==> config.mk <==
export PLATFORM = sky130hd
export DESIGN_NAME = roulette_wheel_selector
export DESIGN_NICKNAME = d
export VERILOG_FILES = /design/src/hw/rtl/rws_pkg.sv /design/src/hw/rtl/roulette_wheel_selector.sv
export SDC_FILE = /design/constraint.sdc
export NUM_CORES = 2
export LEC_CHECK = 0
export BUFFER_PORTS_ARGS = -buffer_cell sky130_fd_sc_hd__buf_2
export CAP_MARGIN = 15
export CORE_ASPECT_RATIO = 0.7
export CORE_MARGIN = 2
export CORE_UTILIZATION = 40
export CTS_CLUSTER_SIZE = 20
export DETAILED_ROUTE_END_ITERATION = 8
export MAX_ROUTING_LAYER = met4
export PLACE_DENSITY = 0.61
export SYNTH_ARGS = -nofsm -noshare
export SYNTH_HDL_FRONTEND = slang
export SYNTH_SLANG_ARGS = --single-unit
==> constraint.sdc <==
create_clock -name clk_i -period 7.85 [get_ports clk_i]
set_clock_uncertainty 0.1 [all_clocks]
set_input_delay 0.3925 -clock clk_i [delete_from_list [all_inputs] [get_ports clk_i]]
set_output_delay 0.3925 -clock clk_i [all_outputs]
set_load 0.02 [all_outputs]
==> src/hw/rtl/rws_pkg.sv <==
package rws_pkg;

  // Score table entry width
  localparam int unsigned ENTRY_W = 14;

  // Cumulative shares are scaled to about this total
  localparam int unsigned SHARE_SCALE = 100;

  // Opcodes
  localparam logic [1:0] OP_WRITE     = 2'd0;
  localparam logic [1:0] OP_NORMALIZE = 2'd1;
  localparam logic [1:0] OP_CHOOSE    = 2'd2;

  // Result status codes
  localparam logic [1:0] ST_OK        = 2'd0;
  localparam logic [1:0] ST_NO_MEMBER = 2'd1;
  localparam logic [1:0] ST_DIV_ZERO  = 2'd2;

  typedef struct packed {
    logic [1:0] opcode;
    logic [6:0] member_index;
    logic [6:0] fitness_value;
    logic [6:0] draw;
  } in_t;

  typedef struct packed {
    logic [6:0] chosen_member;
    logic [1:0] status;
  } out_t;

endpackage

==> src/hw/rtl/roulette_wheel_selector.sv <==
// Roulette wheel (fitness-proportional) selector. A write transaction stores
// one member's fitness in a MEMBERS x 14-bit score table held in a single-port
// synchronous RAM. A normalize transaction sums the table, rounds the sum down
// to even, divides by 100 and rewrites every entry in place with the running
// total of entry / divisor; if the divisor is zero it returns status 2 and
// leaves the table alone. A choose transaction returns the lowest member whose
// cumulative value exceeds the draw, or status 1 if none does. Every input
// transaction yields exactly one result transaction. Entries must be written
// before a normalize or choose reads them; the RAM is not cleared at reset.
// One transaction is processed at a time; the next is accepted as soon as the
// previous result sits in the output register. A write or an unused opcode
// goes straight to its result; a choose reads entries from index 0 upward
// until one qualifies or the table ends; a normalize reads every entry once
// to sum and, unless the divisor is zero, once more to divide and write back.
// Each entry costs a registered RAM read and, in the second normalize pass,
// the bit-serial divider, which spends 14 steps on each entry. The divisor
// sum / 100 itself comes from one combinational reciprocal multiply.
module roulette_wheel_selector
  import rws_pkg::*;
#(
  parameter int unsigned MEMBERS = 128
) (
  input  logic clk_i,
  input  logic rst_ni,

  input  logic in_valid_i,
  output logic in_stall_o,
  input  in_t  in_data_i,

  output logic out_valid_o,
  input  logic out_stall_i,
  output out_t out_data_o
);

  localparam int unsigned IDX_W  = (MEMBERS > 1) ? $clog2(MEMBERS) : 1;
  // Table sum width: MEMBERS entries of 14 bits
  localparam int unsigned SW     = ENTRY_W + IDX_W;
  // sum / 100 < 2^(SW-6)
  localparam int unsigned DVS_W  = SW - 6;
  localparam int unsigned STEP_W = $clog2(ENTRY_W);
  // sum / 100 as (sum * RECIP) >> RSH; exact for any SW-bit sum because
  // RECIP * 100 overshoots 2^RSH by less than 2^7
  localparam int unsigned RSH    = SW + 7;
  localparam logic [SW:0] RECIP  =
    (SW+1)'(((64'd1 << RSH) + 64'(SHARE_SCALE) - 64'd1) / 64'(SHARE_SCALE));

  typedef enum logic [3:0] {
    S_IDLE,
    S_SUM_RD,
    S_SUM_ACC,
    S_DIV_SUM,
    S_NRM_RD,
    S_NRM_LD,
    S_DIV_ENT,
    S_CH_RD,
    S_CH_CMP,
    S_DONE
  } state_e;

  state_e             state_q;
  logic [IDX_W-1:0]   cnt_q;
  logic [SW-1:0]      sum_q;
  logic [DVS_W-1:0]   divisor_q;
  logic [ENTRY_W-1:0] run_q;
  logic [6:0]         draw_q;
  out_t               res_q;
  logic               out_valid_q;
  out_t               out_data_q;

  // Bit-serial restoring divider for entry / divisor
  logic [DVS_W-1:0]   rem_q;
  logic [ENTRY_W-1:0] quo_q;
  logic [STEP_W-1:0]  step_q;

  // Score table RAM
  logic [ENTRY_W-1:0] mem [MEMBERS];
  logic [ENTRY_W-1:0] mem_rdata_q;
  logic               mem_re;
  logic               mem_we;
  logic [IDX_W-1:0]   mem_waddr;
  logic [ENTRY_W-1:0] mem_wdata;

  logic               in_fire;
  logic               out_free;
  logic               cnt_last;
  logic [SW-1:0]      sum_next;
  logic [2*SW:0]      sum_prod;
  logic [DVS_W-1:0]   sum_quo;
  logic [DVS_W:0]     rem_sh;
  logic               div_ge;
  logic [DVS_W:0]     div_diff;
  logic [DVS_W-1:0]   rem_d;
  logic [ENTRY_W-1:0] quo_d;
  logic               div_last;
  logic [ENTRY_W-1:0] run_next;

  assign in_stall_o  = (state_q != S_IDLE);
  assign in_fire     = in_valid_i && !in_stall_o;
  assign out_free    = !out_valid_q || !out_stall_i;
  assign out_valid_o = out_valid_q;
  assign out_data_o  = out_data_q;

  assign cnt_last = (cnt_q == IDX_W'(MEMBERS - 1));
  assign sum_next = sum_q + SW'(mem_rdata_q);

  // Divisor from the even-rounded sum held in sum_q
  assign sum_prod = {{(SW+1){1'b0}}, sum_q} * {{SW{1'b0}}, RECIP};
  assign sum_quo  = sum_prod[RSH +: DVS_W];

  // One divider step: shift in next dividend bit, trial subtract
  assign rem_sh   = {rem_q, quo_q[ENTRY_W-1]};
  assign div_diff = rem_sh - {1'b0, divisor_q};
  assign div_ge   = (rem_sh >= {1'b0, divisor_q});
  assign rem_d    = div_ge ? div_diff[DVS_W-1:0] : rem_sh[DVS_W-1:0];
  assign quo_d    = {quo_q[ENTRY_W-2:0], div_ge};
  assign div_last = (step_q == STEP_W'(ENTRY_W - 1));

  assign run_next = run_q + quo_d;

  // RAM port control. Normalize writes entry k back before entry k+1 is
  // read, so read and write never overlap on one entry.
  always_comb begin
    mem_re    = (state_q == S_SUM_RD) || (state_q == S_NRM_RD) ||
                (state_q == S_CH_RD);
    mem_we    = 1'b0;
    mem_waddr = cnt_q;
    mem_wdata = run_next;
    if (in_fire && (in_data_i.opcode == OP_WRITE) &&
        (32'(in_data_i.member_index) < MEMBERS)) begin
      mem_we    = 1'b1;
      mem_waddr = IDX_W'(in_data_i.member_index);
      mem_wdata = ENTRY_W'(in_data_i.fitness_value);
    end else if ((state_q == S_DIV_ENT) && div_last) begin
      mem_we    = 1'b1;
    end
  end

  always_ff @(posedge clk_i) begin
    if (mem_we) begin
      mem[mem_waddr] <= mem_wdata;
    end
    if (mem_re) begin
      mem_rdata_q <= mem[cnt_q];
    end
  end

  always_ff @(posedge clk_i or negedge rst_ni) begin
    if (!rst_ni) begin
      state_q     <= S_IDLE;
      cnt_q       <= '0;
      sum_q       <= '0;
      divisor_q   <= '0;
      run_q       <= '0;
      draw_q      <= '0;
      res_q       <= '0;
      rem_q       <= '0;
      quo_q       <= '0;
      step_q      <= '0;
      out_valid_q <= 1'b0;
      out_data_q  <= '0;
    end else begin
      // A new result loaded in S_DONE takes the place of the one leaving
      if (out_valid_q && !out_stall_i && (state_q != S_DONE)) begin
        out_valid_q <= 1'b0;
      end
      unique case (state_q)
        S_IDLE: begin
          if (in_valid_i) begin
            draw_q <= in_data_i.draw;
            res_q  <= '0;
            cnt_q  <= '0;
            sum_q  <= '0;
            run_q  <= '0;
            unique case (in_data_i.opcode)
              OP_NORMALIZE: state_q <= S_SUM_RD;
              OP_CHOOSE:    state_q <= S_CH_RD;
              default:      state_q <= S_DONE;
            endcase
          end
        end
        S_SUM_RD: begin
          state_q <= S_SUM_ACC;
        end
        S_SUM_ACC: begin
          if (cnt_last) begin
            // Round odd sum down to even
            sum_q   <= {sum_next[SW-1:1], 1'b0};
            state_q <= S_DIV_SUM;
          end else begin
            sum_q   <= sum_next;
            cnt_q   <= cnt_q + 1'b1;
            state_q <= S_SUM_RD;
          end
        end
        S_DIV_SUM: begin
          if (sum_quo == '0) begin
            res_q.status <= ST_DIV_ZERO;
            state_q      <= S_DONE;
          end else begin
            divisor_q <= sum_quo;
            cnt_q     <= '0;
            state_q   <= S_NRM_RD;
          end
        end
        S_NRM_RD: begin
          state_q <= S_NRM_LD;
        end
        S_NRM_LD: begin
          rem_q   <= '0;
          quo_q   <= mem_rdata_q;
          step_q  <= '0;
          state_q <= S_DIV_ENT;
        end
        S_DIV_ENT: begin
          rem_q  <= rem_d;
          quo_q  <= quo_d;
          step_q <= step_q + 1'b1;
          if (div_last) begin
            run_q <= run_next;
            if (cnt_last) begin
              state_q <= S_DONE;
            end else begin
              cnt_q   <= cnt_q + 1'b1;
              state_q <= S_NRM_RD;
            end
          end
        end
        S_CH_RD: begin
          state_q <= S_CH_CMP;
        end
        S_CH_CMP: begin
          if (ENTRY_W'(draw_q) < mem_rdata_q) begin
            res_q.chosen_member <= 7'(cnt_q);
            state_q             <= S_DONE;
          end else if (cnt_last) begin
            res_q.status <= ST_NO_MEMBER;
            state_q      <= S_DONE;
          end else begin
            cnt_q   <= cnt_q + 1'b1;
            state_q <= S_CH_RD;
          end
        end
        S_DONE: begin
          // Hold until the output register frees up
          if (out_free) begin
            out_valid_q <= 1'b1;
            out_data_q  <= res_q;
            state_q     <= S_IDLE;
          end
        end
      endcase
    end
  end

endmodule

==> results.cfg <==
[setup_path]
path_cells = fa_1 -> inv_1 -> fa_1 -> inv_1 -> fa_1 -> fa_1 -> fa_1 -> inv_1 -> fa_1 -> inv_1 -> ha_1 -> ha_1 -> nand3_2 -> or4_1 -> a311o_1 -> nand2_2 -> o21ai_1 -> o21ai_0 -> xor2_1 -> a2111oi_4 -> nand4_2 -> and2_2 -> a31o_1
rrSetupSlack_ps = 390
worstRegToRegCells = 23
cp.buffers_inverters = 4
crit_path_frequent_cell = fa_1
worstPathArrival_ps = 8070
crit_fanout = 14
startpoint_type = register
critPathKind = reg2reg
max_stage_delay_ps = 630
critPathRequiredTime_ps = 8450
worstReg2RegEnd = divisor_q[8]
cp_top_family = adder cells
worst_setup_path_end_kind = register
slowest_stage = fa_1
r2r_start = sum_q[12]

[final_layout]
final_common_cell = edfxtp_1
area_delta_synth_final_pct = 12.7
nets = 5017
design_area_um2 = 94600
drive_above_1_share = 0.246
layout_common_cells = edfxtp_1 (1806), mux4_2 (588), inv_1 (278)

[sta]
drv_slew = 0
period_share = 0.951
finalSetupViolCount = 0
max_freq_ghz = 0.134
hold_viol_final = 0
rsz0062_at_grt = no
finalWorstSetupSlack_ps = 386
min_period_ps = 7460
maxSlewHeadroom = 0.122
worstMarginPinSlew_ps = 1300
fin_tns_setup_ps = 0
timing.hold.ws_ps = 91.0

[pwr]
irDropWorstVdd_uv = 172
p_per_area_nw_per_um2 = 208
p_leak_nw = 32.3
power_mw = 19.7

[logic_synthesis]
synth-seq-cells = 1926
syn-cell-area_um2 = 84000
synth_edf_count = 1806
avgSynthCellArea_um2 = 19.4
async_reset_ff_frac = 0.0623
syn-num-nets = 4784
synth-seq-area-share = 0.681
ys_warn_count = 0
postSynthCellCount = 4340
yosysUniqueCellTypes = 71
synth_ff_type = edfxtp_1

[drt]
first_pass_iters = 6
drtIter0Drc = 5108
postRouteAntennaNets = 0
avgRoutedWirePerCell_um = 28.3
routed_via_density = 5.70
drt-total-wl_um = 212000
drc_errors = 0
vias = 42600

[global_routing]
antenna_found_initial = 26
grt_pass1_wl_um = 308000
grt_busiest_layer = met1
grt_overflow_total = 0
gr-usage-met3 = 0.0408
grt_use_total = 0.205
grt_max_degree = 133
grtUsageMet1 = 0.325
gr-usage-met2 = 0.273
grt_pass1_vias = 42000

[floorplan]
start_util = 0.403
dieArea_um2 = 214000
die_w_um = 552
pin_count = 38
core_area_um2 = 208000
die_h_um = 387
rows = 140

[place]
placed_area_um2 = 88700
dpl.hpwl_um = 134000
pre_cts_ws_ps = 291
place_congestion = 0.879
io_buffers = 37

[clock_network]
clock_sinks = 1926
clockBufferDepth = 4
clock-root-buffer = clkbuf_16
clkLatencyLatePin_ps = 840
clkSlewWorstSetupHoldPaths_ps = 70
cts_setup_buffers = 0
cts_buffers = 187
cts_tree = built
cts_max_level = 4

[job]
maxCapViolations = 0

[worst_hold_path]
hp-class = in2async

[status]
status = completed
-- report_power, final --
group          internal (mW)         switching [mW]
Combinational         0.0105                 0.0222
Sequential              11.1  0.0000000000000000114
Clock                   4.78                   3.85
Total                   15.8                   3.87
-- cells in the mapped netlist (11+ instances only) --
cell type / instances / area share
mux4_2: 588 / 0.16
mux2_2: 25 / 0.0034
a22o_1: 11 / 0.0011
buf_1: 38 / 0.0017
fa_1: 159 / 0.038
ha_1: 258 / 0.038
nand2_1: 179 / 0.0080
nor2_1: 181 / 0.0081
inv_1: 278 / 0.012
nand2b_1: 14 / 0.0010
mux2i_1: 41 / 0.0049
o21ai_1: 12 / 0.00071
nor3_1: 23 / 0.0014
dfrtp_1: 120 / 0.036
a21o_1: 27 / 0.0024
xnor2_1: 25 / 0.0026
nand3_1: 57 / 0.0034
and3_1: 11 / 0.00082
o21ai_0: 93 / 0.0055
clkbuf_1: 144 / 0.0064
xor2_1: 20 / 0.0021
o21bai_1: 13 / 0.0012
edfxtp_1: 1806 / 0.65
o211ai_1: 11 / 0.00098
or3_1: 11 / 0.00082
a21oi_1: 66 / 0.0039
-- per-stage QoR --
step                std cells  utilization
finish                   7482        0.454
global route             7482        0.454
CTS                      7472        0.453
detailed placement       7132        0.425
global placement         7130        0.425
floorplan                4340            -
-- worst reg2reg max path: stages (launching register included) --
cell and delay [ps]:
dfrtp_1 400, fa_1 630, inv_1 80, fa_1 530
inv_1 70, fa_1 580, fa_1 460, fa_1 520
inv_1 60, fa_1 500, inv_1 50, ha_1 270
ha_1 360, nand3_2 130, or4_1 570, a311o_1 300
nand2_2 130, o21ai_1 130, o21ai_0 230, xor2_1 180
a2111oi_4 400, nand4_2 130, and2_2 320, a31o_1 250
-- worst max path at each step --
stage	start	slack, ps	endpoint	depth (start not counted)
finish	sum_q[12]	390	divisor_q[8]	23
global route	sum_q[3]	10	divisor_q[3]	21
CTS	sum_q[3]	270	divisor_q[2]	21
detailed placement	sum_q[3]	290	divisor_q[2]	21
global placement	sum_q[12]	400	divisor_q[6]	22
floorplan	divisor_q[0]	9	mem[0][9]	21
-- layout make-up --
type	count	area, µm²
tap	2769	3460
clock inverter	94	779
fill	17600	114000
clock buffer	234	4930
antenna	1	2.50
inverter	278	1040
multi-input combinational	1948	25200
sequential	1926	57300
timing repair buffer	232	1960
-- what timing repair did --
item	CTS	global route
hold buffers	12	0
resized for setup	0	2
setup endpoints to repair	0	14
endpoints found under the hold margin	63	0
-- sequential cells by signal, summed over array words and instances (netlist names) --
register and count:
mem_rdata_q 14, step_q 4, run_q 14, quo_q 14, draw_q 7, out_data_o 9, out_valid_o 1, sum_q 21
divisor_q 15, state_q 4, cnt_q 7, mem 1792, rem_q 15, res_q 9
-- routing by layer --
| metal | part of all wire | vias to the layer above |
|---|---|---|
| li1 | - | 17800 |
| met1 | 0.47 | 22800 |
| met2 | 0.42 | 1798 |
| met3 | 0.090 | 256 |
| met4 | 0.017 | 0 |
| met5 | 0 | - |
-- cells by family after synthesis --
family          synth area share
fa+ha+maj                 0.0763
flops                      0.681
xor+xnor                 0.00469
mux                        0.166
compound gates            0.0232
simple gates              0.0276
buf+inv                   0.0211
(Power assumes the default switching activity.)
